`src/rtl/core/fmrc_pkg.sv`:
```
// shared types, constants and helpers of the first-match rule classifier
`timescale 1ns / 1ps

package fmrc_pkg;

  localparam int RULES        = 16;
  localparam int PREFIX_BYTES = 8;

  localparam int CNT_W  = $clog2(RULES + 1);
  localparam int IDX_W  = (RULES > 1) ? $clog2(RULES) : 1;
  localparam int PLEN_W = $clog2(PREFIX_BYTES + 1);

  localparam int IN_DATA_W  = 336;
  localparam int OUT_DATA_W = 16;

  typedef enum logic [1:0] {
    OP_ADD      = 2'd0,
    OP_CLEAR    = 2'd1,
    OP_CLASSIFY = 2'd2
  } op_e;

  typedef enum logic [1:0] {
    ST_OK       = 2'd0,
    ST_FULL     = 2'd1,
    ST_TOO_LONG = 2'd2
  } status_e;

  typedef struct packed {
    logic [63:0] service_high;
    logic [63:0] service_low;
    logic [63:0] char_high;
    logic [63:0] char_low;
    logic [63:0] data_bytes;
    logic [7:0]  data_len;
  } query_t;

  typedef struct packed {
    logic [63:0]       service_high;
    logic [63:0]       service_low;
    logic [63:0]       char_high;
    logic [63:0]       char_low;
    logic [63:0]       prefix;
    logic [PLEN_W-1:0] prefix_len;
    logic [7:0]        event_id;
  } rule_t;

  typedef struct packed {
    logic       found;
    logic [7:0] event_id;
  } hit_t;

  function automatic logic [63:0] byte_mask(input logic [7:0] nbytes);
    logic [63:0] m;
    m = '0;
    for (int b = 0; b < 8; b++) begin
      if (nbytes > 8'(b)) begin
        m[8*b +: 8] = 8'hff;
      end
    end
    return m;
  endfunction

endpackage

```
`src/rtl/core/fmrc_cell.sv`:
```
// one rule cell: holds a rule, compares it to the query, passes the first hit on
`timescale 1ns / 1ps

module fmrc_cell (
  input  logic           clk_i,
  input  logic           wr_en_i,
  input  fmrc_pkg::rule_t wr_rule_i,
  input  logic           live_i,
  input  fmrc_pkg::query_t query_i,
  input  fmrc_pkg::hit_t  hit_i,
  output fmrc_pkg::hit_t  hit_o
);
  import fmrc_pkg::*;

  rule_t       rule_q;
  hit_t        hit_d;
  hit_t        hit_q;
  logic        ids_eq;
  logic        len_ok;
  logic        prefix_eq;
  logic [63:0] mask;

  always_comb begin
    mask      = byte_mask(8'(rule_q.prefix_len));
    ids_eq    = (rule_q.service_high == query_i.service_high) &&
                (rule_q.service_low == query_i.service_low) &&
                (rule_q.char_high == query_i.char_high) &&
                (rule_q.char_low == query_i.char_low);
    len_ok    = query_i.data_len >= 8'(rule_q.prefix_len);
    prefix_eq = (query_i.data_bytes & mask) == rule_q.prefix;
    // earlier cells have priority
    if (hit_i.found) begin
      hit_d = hit_i;
    end else if (live_i && ids_eq && len_ok && prefix_eq) begin
      hit_d.found    = 1'b1;
      hit_d.event_id = rule_q.event_id;
    end else begin
      hit_d = '0;
    end
  end

  always_ff @(posedge clk_i) begin
    if (wr_en_i) begin
      rule_q <= wr_rule_i;
    end
    hit_q <= hit_d;
  end

  assign hit_o = hit_q;

endmodule

```
`config.mk`:
```
export PLATFORM = sky130hd
export DESIGN_NAME = fmrc_cell
export DESIGN_NICKNAME = d
export VERILOG_FILES = /design/src/rtl/core/fmrc_pkg.sv /design/src/rtl/core/fmrc_cell.sv
export SDC_FILE = /design/constraint.sdc
export NUM_CORES = 1
export LEC_CHECK = 0
export ABC_CLOCK_PERIOD_IN_PS = 4700
export BUFFER_PORTS_ARGS = -buffer_cell sky130_fd_sc_hd__clkbuf_2
export CORE_AREA = 2 2 263 265
export CTS_BUF_LIST = sky130_fd_sc_hd__clkbuf_4 sky130_fd_sc_hd__clkbuf_8 sky130_fd_sc_hd__clkbuf_16
export CTS_CLUSTER_SIZE = 40
export DETAILED_ROUTE_END_ITERATION = 8
export DIE_AREA = 0 0 265 267
export GPL_ROUTABILITY_DRIVEN = 0
export GPL_TIMING_DRIVEN = 1
export PLACE_DENSITY_LB_ADDON = 0.05
export RECOVER_POWER = 25
export SYNTH_ARGS = -nofsm -noshare
export SYNTH_HDL_FRONTEND = slang
export SYNTH_SLANG_ARGS = --single-unit
```
`constraint.sdc`:
```
create_clock -name clk_i -period 4.7 [get_ports clk_i]
set_input_delay 0.94 -clock clk_i [delete_from_list [all_inputs] [get_ports clk_i]]
set_output_delay 0.94 -clock clk_i [all_outputs]
set_load 0.005 [all_outputs]
```
==> results of run 1 <==
-- cells in the mapped netlist, drive strengths merged (9+ instances only) --
library cell	number
edfxtp	332
inv	141
xnor2	93
xor2	57
o22ai	44
nand2b	42
nor2	35
nor4	35
nand4	32
nor2b	30
nand2	24
a22o	21
a221oi	20
o2bb2ai	17
a31oi	15
o2111ai	15
o21ai	13
nand3	11
a2111oi	10
nor3	10
dfxtp	9
o32ai	9
-- state kept, by name (all words and copies together), names as in the netlist --
signal	flops
hit_o	9
rule_q	332
-- kinds of logic after synthesis --
logic type	count (synthesis)
AO/OA/AOI/OAI	196
XOR/XNOR	150
adder cells (fa/ha/maj)	4
AND/OR/NAND/NOR	238
buffers and inverters	148
flip-flops	341
-- layer usage --
metal	routed length [um]	part of all wire, %	vias up	GRT usage (%)
li1	-	-	5594	-
met4	1170	1.6	32	4.52
met5	195	0.27	-	0
met2	37100	52	423	35.8
met1	27400	38	5601	22.3
met3	5540	7.8	98	6.58
-- power by group through the flow --
stage          registers (mW)  clock network (mW)  logic [mW]
6_report                 3.74                3.38       0.926
3_3_place_gp             3.80                   0       0.946
2_1_floorplan            3.75                   0       0.357
4_1_cts                  3.74                3.52       0.954
5_1_grt                  3.76                3.61        1.03
3_5_place_dp             3.80                   0       0.948
-- worst reg2reg max path, stage by stage, from the launching register on --
cell,delay (ns)
sky130_fd_sc_hd__edfxtp_1,0.62
sky130_fd_sc_hd__a31oi_1,0.56
sky130_fd_sc_hd__buf_4,0.27
sky130_fd_sc_hd__nor2_1,0.06
sky130_fd_sc_hd__o32ai_1,0.79
sky130_fd_sc_hd__nand4_1,0.21
sky130_fd_sc_hd__or3_1,0.46
sky130_fd_sc_hd__nor4_4,0.20
sky130_fd_sc_hd__buf_4,0.23
sky130_fd_sc_hd__a22o_1,0.15
-- metrics by stage --
stage	total power, mW	utilization (%)	hold slack (ns)	setup WS [ns]
finish	8.05	31.0	0.460	1.08
global placement	4.74	28.9	0.440	0.542
global route	8.40	31.0	0.473	0.814
detailed placement	4.75	28.9	0.445	0.497
floorplan	4.11	-	0.436	1.43
CTS	8.21	31.0	0.458	0.954
-- final timing paths --
kind	from	end	slack, ns
hold / removal	rule_q[0]$_DFFE_PP_	hit_o[0]$_DFF_P_	0.46
setup / recovery	rule_q[10]$_DFFE_PP_	hit_o[2]$_DFF_P_	1.08
hold reg to reg	rule_q[0]$_DFFE_PP_	hit_o[0]$_DFF_P_	0.46
setup reg to reg	rule_q[10]$_DFFE_PP_	hit_o[2]$_DFF_P_	1.08
-- layout by cell type, fill, tap and decap left out, drive strengths merged, types with 3 or more instances in the layout --
cell type,synthesis,final
o2bb2ai,17,17
o21a,3,3
a22oi,3,3
o21ai,13,13
a2111o,6,6
edfxtp,332,332
a221oi,20,20
ha,4,4
buf,4,22
nor2b,30,30
xnor2,93,93
o2111ai,15,15
nor2,35,35
dfxtp,9,9
a2bb2oi,4,4
diode,0,8
clkbuf,3,738
nand2b,42,42
nor4bb,3,3
a2111oi,10,10
o22ai,44,44
or4,4,4
nor3,10,10
xor2,57,57
clkinv,0,15
nand2,24,24
nand3,11,11
nand3b,3,3
or3,3,3
o221ai,4,4
inv,141,142
nand4,32,32
a31oi,15,15
a21oi,4,4
nor4,35,35
a22o,21,21
o32ai,9,9
-- area by class of cell --
class | instances | area share (%)
Antenna cell | 8 | 0.0949
Clock inverter | 19 | 0.658
Multi-Input combinational cell | 588 | 20.2
Clock buffer | 59 | 6.09
Sequential cell | 341 | 48.1
Tap cell | 882 | 5.23
Inverter | 141 | 2.51
Timing Repair Buffer | 701 | 17.2
==> impl_metrics.csv, run 1 <==
group,metric,value,unit
outcome,status,"finished, final reports clean",
power,share_seq_of_total_power,46.5,%
power,power.density_cell_area,381,nW/um^2
yosys,ys_seq_elements,341,
critical_path,path_buf_inv,2,
yosys,synth_top_area_cell,"sky130_fd_sc_hd__edfxtp_1",
min_path,hold_depth,1,
yosys,synth.mux.area_fraction,0,%
finish,multiInputGateArea,4260,um^2
critical_path,cp_slowest_stage_delay,0.79,ns
global_routing,grt_start_max_net_pins,96,
yosys,yosys.area.top_type_share,66.5,%
yosys,synth_area_per_cell,13.9,um^2
finish,post_layout_nonfiller_instances,2739,
clock_network,clk_path_buf_depth,3,
power,vdd_drop_max,0.000273,V
power,p_switching,1.98,mW
global_routing,number_of_global_route_vias_before_repair,12800,
critical_path,crit_arrival,4.13,ns
timing,hold_viol,0,
yosys,synth-seq-area-share,67.7,%
min_path,worstHoldPathType,"register to register",
critical_path,timing.critical_path.mode_cell,"sky130_fd_sc_hd__buf_4",
yosys,synth_async_sr_flop_share,0,%
clock_network,post_cts.resized_instances,0,
yosys,top_ff_cell_synth,"sky130_fd_sc_hd__edfxtp_1",
timing,max_slew.worst_pin.slew,0.998,ns
yosys,mappedNetlistNets,1753,
floorplanning,die_w,265,um
floorplanning,design.die.area,70800,um^2
clock_network,cts_tree,"yes",
floorplanning,dieHeight,267,um
floorplanning,floorplan.io_pins,681,
floorplanning,row_count,96,
critical_path,critical_path_depth,9,
global_routing,antenna_violations_before_repair,26,
yosys,synth-compound-area-share,10.1,%
finish,drive_gt1_share,41.9,%
run,drv.max_cap_violation_count,0,
yosys,synth_cell_types,53,
placed_design,port_buffer_cells,680,
clock_network,clockRootBuffer,"sky130_fd_sc_hd__clkbuf_16",
placed_design,post_dp_cell_area,19700,um^2
yosys,yosysWarningCount,0,
critical_path,worstSetupStartpointType,"register",
critical_path,crit_path_max_fanout,12,
power,total_leakage_power,8.94,nW
route,drt_iter0_drcs,552,
clock_network,cts_setup_buffers,0,
yosys,synth_enable_flop_cells,332,
clock_network,cts.reportedPaths.clkPinSlew,0.06,ns
global_routing,grt_remaining_overflow,0,
yosys,largest_family_of_logic_cells_by_synthesized_area,"compound AO/OA/AOI/OAI gates",
power,clkPwrFrac,42.0,%
route,dr_total_vias,11700,
finish,area.growth.synth_to_final,40.9,%
route,drc_errors,0,
yosys,synth_area_leaders,"sky130_fd_sc_hd__edfxtp_1 (67%), sky130_fd_sc_hd__xnor2_1 (5.4%), sky130_fd_sc_hd__inv_1 (3.5%)",
timing,period_minus_slack,3.62,ns
yosys,syn-cell-area,15000,um^2
clock_network,cts_hold_repair.buffers,0,
route,postRouteAntennaNets,0,
timing,timing.final.crit_share,77.1,%
yosys,synth_simple_gate_area_share,9.16,%
timing,setup_repair_after_global_routing_missed_its_margin,"no",
clock_network,clock_sinks,341,
critical_path,crit_path_end_kind,"register",
timing,slew_headroom,33.5,%
floorplanning,initial_core_util,22.0,%
timing,totalNegativeSetupSlack,0,ns
finish,n_fill_cell,7111,
power,comb_power_share,11.5,%
placed_design,place_inst,2653,
critical_path,timing.critical_path.slowest_stage_cell,"sky130_fd_sc_hd__o32ai_1",
finish,ff_latch_area,10100,um^2
global_routing,grt_pass1_wl,95700,um
critical_path,timing.critical_path.max_delay_family,"compound AO/OA/AOI/OAI gates",
global_routing,grt.total_usage,19.7,%
power,switching_share,24.6,%
finish,design.final.nets,2494,
critical_path,cp_cell_sequence,"a31oi_1 > buf_4 > nor2_1 > o32ai_1 > nand4_1 > or3_1 > nor4_4 > buf_4 > a22o_1",
route,routed_wl,71400,um
timing,setup-violations-final,0,
yosys,area_share_of_xor_xnor_cells_in_the_synthesized_design,8.77,%
route,post_detailed_route_via_to_cell_ratio,4.29,
critical_path,cp.required,5.20,ns
yosys,synthesis.instances,1077,
finish,final_area,21100,um^2
floorplanning,design.core.area,68000,um^2
critical_path,criticalPathCategory,"register to register",
power,internal_power,6.07,mW
timing,maxClockFrequency,0.276,GHz
timing,finClkSkew,0.0228,ns
critical_path,worst_r2r_path_depth,9,
yosys,synthAdderAreaFrac,0.334,%
clock_network,cts.htree.levels,2,
timing,final_max_slew_viol_count,0,
placed_design,place.detailed.hpwl,60800,um
route,dr.pass1.iters,5,
clock_network,tritoncts.num_buffers,45,
route,avgRoutedWirePerCell,26.1,um
clock_network,worstSkewPairLatency,0.58,ns
Note: power is estimated with default switching activity, not from simulation.
==> run 2, diff against run 1 <==
ABC_CLOCK_PERIOD_IN_PS = 3700   (was 4700)
CORE_AREA = 2 2 266 268   (was 2 2 263 265)
DIE_AREA = 0 0 268 270   (was 0 0 265 267)
clock period = 3.7 ns   (was 4.7 ns; I/O delays follow)
==> run 2 against run 1 <==
Effect of this change:
- non-clock buffer count grew 18
- final cell count grew 2.7%
- first-iteration DRC count grew 9.1%
- sequential share of layout area shrank 0.47 points
- critical path depth grew 1
- worst hold slack lost 0.13 ns
- design area grew 0.98%
- clock-buffer cell count grew 4
- sequential power grew 27%
- combinational power grew 31%
- via count grew 0.60%
==> impl_metrics.csv, run 2 (synthesis results as in run 1) <==
group,metric,value,unit
timing,final_max_slew_viol_count,0,
power,clkPwrFrac,41.6,%
finish,most_common_cell_after_layout_fill_and_taps_aside,"sky130_fd_sc_hd__clkbuf_2",
critical_path,crit_path_max_fanout,9,
critical_path,cp.required,4.21,ns
finish,largest_register_ffs,332,
finish,area.growth.synth_to_final,42.2,%
clock_network,cts_hold_repair.buffers,0,
timing,setup-violations-final,0,
floorplanning,initial_core_util,21.5,%
timing,slew_headroom,38.0,%
route,drt_iter0_drcs,602,
global_routing,antenna_violations_before_repair,26,
route,dr_total_vias,11800,
clock_network,worstSkewPairLatency,0.58,ns
finish,largest_register,"rule_q",
floorplanning,row_count,97,
critical_path,cp-startpoint,"rule_q[79]$_DFFE_PP_",
placed_design,place.detailed.hpwl,62100,um
global_routing,grt_remaining_overflow,0,
route,post_detailed_route_via_to_cell_ratio,4.20,
route,drc_errors,0,
critical_path,timing.critical_path.slowest_stage_cell,"sky130_fd_sc_hd__or4_1",
power,total_leakage_power,9.04,nW
run,drv.max_cap_violation_count,0,
min_path,worstHoldPathType,"input pin to register",
clock_network,cts.reportedPaths.clkPinSlew,0.06,ns
route,routed_wl,72900,um
power,power.density_cell_area,478,nW/um^2
clock_network,post_cts.resized_instances,0,
route,postRouteAntennaNets,0,
critical_path,criticalPathCategory,"register to register",
global_routing,grt_pass1_wl,98000,um
global_routing,number_of_global_route_vias_before_repair,12800,
floorplanning,floorplan.io_pins,681,
route,dr.pass1.iters,7,
floorplanning,design.core.area,69500,um^2
global_routing,grt.total_usage,19.9,%
critical_path,crit_path_end_kind,"register",
placed_design,port_buffer_cells,680,
clock_network,tritoncts.num_buffers,45,
critical_path,timing.critical_path.mode_cell,"sky130_fd_sc_hd__buf_4",
power,comb_power_share,11.9,%
critical_path,worst_r2r_path_depth,10,
finish,mostFrequentLayoutCells,"sky130_fd_sc_hd__clkbuf_2 (679), sky130_fd_sc_hd__edfxtp_1 (332), sky130_fd_sc_hd__inv_1 (141)",
power,p_switching,2.52,mW
power,share_seq_of_total_power,46.6,%
timing,setup_repair_after_global_routing_missed_its_margin,"no",
clock_network,cts.htree.levels,2,
clock_network,clk_path_buf_depth,3,
clock_network,cts_tree,"yes",
global_routing,grt_start_max_net_pins,63,
timing,hold_viol,0,
timing,period_minus_slack,3.49,ns
clock_network,clockRootBuffer,"sky130_fd_sc_hd__clkbuf_16",
power,vdd_drop_max,0.000274,V
critical_path,critical_path.reg2reg.endpoint,"hit_o[3]$_DFF_P_",
timing,maxClockFrequency,0.286,GHz
timing,finClkSkew,0.0191,ns
clock_network,cts_setup_buffers,0,
power,switching_share,24.7,%
floorplanning,design.die.area,72400,um^2
timing,timing.final.crit_share,94.4,%
clock_network,clock_sinks,341,
critical_path,worst_setup_path_endpoint,"hit_o[3]$_DFF_P_",
finish,design.final.nets,2512,
power,internal_power,7.67,mW
power,power_total,10.2,mW
route,avgRoutedWirePerCell,25.9,um
critical_path,crit_arrival,4.00,ns
critical_path,cp_cell_sequence,"xor2_1 > a221oi_1 > o2111ai_1 > nand4b_1 > buf_4 > or4_1 > or4_4 > nor4_4 > buf_4 > a22o_1",
floorplanning,die_w,268,um
timing,max_slew.worst_pin.slew,0.921,ns
floorplanning,dieHeight,270,um
finish,drive_gt1_share,42.5,%
critical_path,ff_to_ff_setup_slack,0.21,ns
outcome,status,"finished, final reports clean",
critical_path,worst_r2r_startpoint,"rule_q[79]$_DFFE_PP_",
critical_path,worstSetupStartpointType,"register",
critical_path,cp_slowest_stage_delay,0.59,ns
timing,totalNegativeSetupSlack,0,ns
run 2: cell type report:
type | instances | area (um^2)
fill | 7316 | 48200
antenna | 6 | 15.0
inverter | 141 | 529
clock inverter | 15 | 98.8
clock buffer | 63 | 1300
timing repair buffer | 719 | 3780
multi-input combinational | 588 | 4260
tap | 940 | 1180
sequential | 341 | 10100
run 2: layer usage:
layer | GRT usage (%) | wire length, um
met1 | 23.0 | 28500
met2 | 35.4 | 37600
met3 | 6.25 | 5310
met4 | 4.56 | 1260
met5 | 0 | 230
run 2: worst min path at each step:
stage | from | endpoint | slack, ns | cells after the start
final | wr_rule_i[199] | rule_q[199]$_DFFE_PP_ | 0.33 | 1
after CTS | wr_rule_i[77] | rule_q[77]$_DFFE_PP_ | 0.29 | 1
after global routing | wr_rule_i[82] | rule_q[82]$_DFFE_PP_ | 0.30 | 1
after global placement | rule_q[5]$_DFFE_PP_ | hit_o[5]$_DFF_P_ | 0.44 | 1
after floorplan | rule_q[0]$_DFFE_PP_ | hit_o[0]$_DFF_P_ | 0.44 | 1
after detailed placement | rule_q[5]$_DFFE_PP_ | hit_o[5]$_DFF_P_ | 0.44 | 1
run 2: per-stage QoR:
stage                     setup WS (ns)  util, %  hold slack (ns)  cell area (um^2)  std cells
after CTS                         0.139     30.6            0.286             21300       2807
after floorplan                   0.632        -            0.436             15000       1077
after global routing             0.0635     30.6            0.296             21300       2810
final                             0.207     30.6            0.329             21300       2813
after detailed placement         -0.242     28.6            0.440             19900       2729
after global placement           -0.278     28.6            0.443             19900       2729
run 2: worst max-delay path: cells and delay by family, from the launching register on:
kind            cells  cell delay, ns
simple gates        4            1.71
compound gates      3            0.68
buf+inv             2            0.44
flops               1            0.42
xor+xnor            1            0.16
run 2: power by group through the flow:
| stage | Clock, mW | Sequential (mW) | Combinational [mW] |
|---|---|---|---|
| after detailed placement | 0 | 4.82 | 1.24 |
| after global placement | 0 | 4.82 | 1.24 |
| after floorplan | 0 | 4.77 | 0.454 |
| final | 4.23 | 4.74 | 1.21 |
| after global routing | 4.54 | 4.77 | 1.34 |
| after CTS | 4.38 | 4.74 | 1.25 |
==> run 3, diff against run 2 <==
ABC_CLOCK_PERIOD_IN_PS = 4100   (was 3700)
BUFFER_PORTS_ARGS = not set   (was -buffer_cell sky130_fd_sc_hd__clkbuf_2)
CORE_AREA = 2 2 262 264   (was 2 2 266 268)
DIE_AREA = 0 0 264 266   (was 0 0 268 270)
DONT_BUFFER_PORTS = 1   (was not set)
clock period = 4.1 ns   (was 3.7 ns; I/O delays follow)
==> run 3 against run 2 <==
Effect of this change:
- design area decreased by 17%
- setup slack better by 0.45 ns
- clock skew fell by 0.0062 ns
- via count is 21% lower
- sequential cell count unchanged
- worst hold slack better by 0.0082 ns
- fmax grew 1.5%
- power shrank 12%
- non-clock buffer count down 695
- sequential power is 9.5% lower
- critical path depth decreased by 1
- die area decreased by 3.0%
- largest power group unchanged
==> impl_metrics.csv, run 3 (synthesis results as in run 1) <==
group,metric,value,unit
critical_path,critical_path_depth,9,
finish,largest_register,"rule_q",
route,post_detailed_route_via_to_cell_ratio,4.49,
critical_path,crit_path_max_fanout,9,
finish,most_common_cell_after_layout_fill_and_taps_aside,"sky130_fd_sc_hd__edfxtp_1",
global_routing,grt_pass1_wl,88700,um
min_path,worstHoldPathType,"input pin to register",
timing,final_max_slew_viol_count,0,
global_routing,number_of_global_route_vias_before_repair,10100,
outcome,status,"finished, final reports clean",
route,drt_iter0_drcs,557,
finish,design.final.nets,1816,
floorplanning,design.core.area,67700,um^2
timing,finClkSkew,0.0129,ns
run,drv.max_cap_violation_count,0,
critical_path,path_buf_inv,1,
placed_design,place.detailed.hpwl,57100,um
global_routing,global_route.peak_usage_layer,"met2",
clock_network,clk_path_buf_depth,3,
critical_path,timing.critical_path.max_delay_family,"simple AND/OR/NAND/NOR gates",
timing,slew_headroom,3.22,%
floorplanning,floorplan.io_pins,681,
global_routing,grt_use_met1,20.8,%
clock_network,cts_setup_buffers,0,
route,avgRoutedWirePerCell,33.0,um
timing,setup_ws,0.660,ns
floorplanning,design.die.area,70200,um^2
route,postRouteAntennaNets,0,
critical_path,cp_slowest_stage_delay,0.64,ns
timing,hold_viol,0,
finish,drive_gt1_share,8.77,%
timing,maxClockFrequency,0.291,GHz
timing,max_slew.worst_pin.slew,1.45,ns
clock_network,cts.htree.levels,2,
global_routing,grt_remaining_overflow,0,
critical_path,worst_r2r_path_depth,9,
route,dr.pass1.iters,5,
critical_path,timing.critical_path.slowest_stage_cell,"sky130_fd_sc_hd__or4_1",
finish,layout.core_utilization,26.2,%
floorplanning,row_count,96,
floorplanning,dieHeight,266,um
clock_network,post_cts.resized_instances,0,
placed_design,pre_cts_slack,0.169,ns
critical_path,cp_cell_sequence,"xor2_1 > a221oi_1 > o2111ai_1 > nand4b_1 > or4_1 > or4_4 > nor4_4 > buf_12 > a22o_1",
min_path,hold_depth,0,
placed_design,port_buffer_cells,0,
global_routing,grt_start_max_net_pins,333,
critical_path,cp.required,4.61,ns
critical_path,criticalPathCategory,"register to register",
timing,totalNegativeSetupSlack,0,ns
finish,largest_register_ffs,332,
clock_network,cts_hold_repair.buffers,0,
critical_path,crit_arrival,3.95,ns
finish,mostFrequentLayoutCells,"sky130_fd_sc_hd__edfxtp_1 (332), sky130_fd_sc_hd__inv_1 (141), sky130_fd_sc_hd__xnor2_1 (93)",
timing,setup_repair_after_global_routing_missed_its_margin,"no",
floorplanning,die_w,264,um
finish,area.growth.synth_to_final,18.5,%
clock_network,cts_tree,"yes",
power,total_leakage_power,6.15,nW
route,dr_total_vias,9297,
power,power.density_cell_area,505,nW/um^2
clock_network,worstSkewPairLatency,0.57,ns
timing,setup-violations-final,0,
route,drc_errors,0,
clock_network,tritoncts.num_buffers,44,
global_routing,grt.total_usage,18.9,%
clock_network,clockRootBuffer,"sky130_fd_sc_hd__clkbuf_16",
timing,period_minus_slack,3.44,ns
critical_path,crit_path_end_kind,"register",
critical_path,worstSetupStartpointType,"register",
global_routing,grtUsageMet2,34.1,%
floorplanning,initial_core_util,22.1,%
clock_network,clock_sinks,341,
clock_network,cts.reportedPaths.clkPinSlew,0.07,ns
global_routing,antenna_violations_before_repair,25,
route,routed_wl,68300,um
power,vdd_drop_max,0.000352,V
timing,timing.final.crit_share,83.9,%
global_routing,globalRouteMet3Util,7.87,%
run 3: cell count changes in the layout (fill, tap and decap cells not counted), sizes merged:
cell	previous run	this run
clkbuf	742	54
diode	6	13
inv	141	142
clkinvlp	0	1
bufinv	1	6
buf	40	24
clkinv	14	18
run 3: final cells by class:
type / count / area, um^2
Clock inverter: 26 / 297
Clock buffer: 54 / 1190
Fill cell: 7016 / 50000
Multi-Input combinational cell: 588 / 4260
Tap cell: 882 / 1100
Antenna cell: 13 / 32.5
Inverter: 141 / 529
Sequential cell: 341 / 10100
Timing Repair Buffer: 24 / 193
run 3: stage by stage:
step | power (mW) | area (um^2) | cells | hold slack [ns]
after detailed placement | 5.01 | 16200 | 1976 | 0.440
after floorplan | 4.71 | 15000 | 1077 | 0.436
final | 8.96 | 17800 | 2069 | 0.337
after CTS | 9.14 | 17700 | 2056 | 0.287
after global placement | 5.01 | 16200 | 1976 | 0.440
after global routing | 9.32 | 17700 | 2058 | 0.300
run 3: worst register-to-register path, stage by stage (launching register included):
cell                        delay (ns)
sky130_fd_sc_hd__edfxtp_1         0.40
sky130_fd_sc_hd__xor2_1           0.15
sky130_fd_sc_hd__a221oi_1         0.39
sky130_fd_sc_hd__o2111ai_1        0.28
sky130_fd_sc_hd__nand4b_1         0.33
sky130_fd_sc_hd__or4_1            0.64
sky130_fd_sc_hd__or4_4            0.58
sky130_fd_sc_hd__nor4_4           0.31
sky130_fd_sc_hd__buf_12           0.17
sky130_fd_sc_hd__a22o_1           0.13
run 3: report_power, final:
group / switching, mW / internal [mW]
logic: 0.355 / 0.281
registers: 0.143 / 4.14
clock network: 1.59 / 2.45
run 3: metal layers:
layer	vias up	wire (um)	part of all wire, %
met5	-	149	0.22
met4	24	1120	1.6
met3	91	6470	9.5
met2	429	35400	52
met1	4508	25200	37
li1	4245	-	-
run 3: path summary, 6_finish.rpt:
check                                          start               endpoint  slack (ns)
worst min-delay path                  wr_rule_i[197]  rule_q[197]$_DFFE_PP_        0.34
worst max register to register  rule_q[79]$_DFFE_PP_       hit_o[7]$_DFF_P_        0.66
worst max-delay path            rule_q[79]$_DFFE_PP_       hit_o[7]$_DFF_P_        0.66
worst min register to register   rule_q[1]$_DFFE_PP_       hit_o[1]$_DFF_P_        0.45
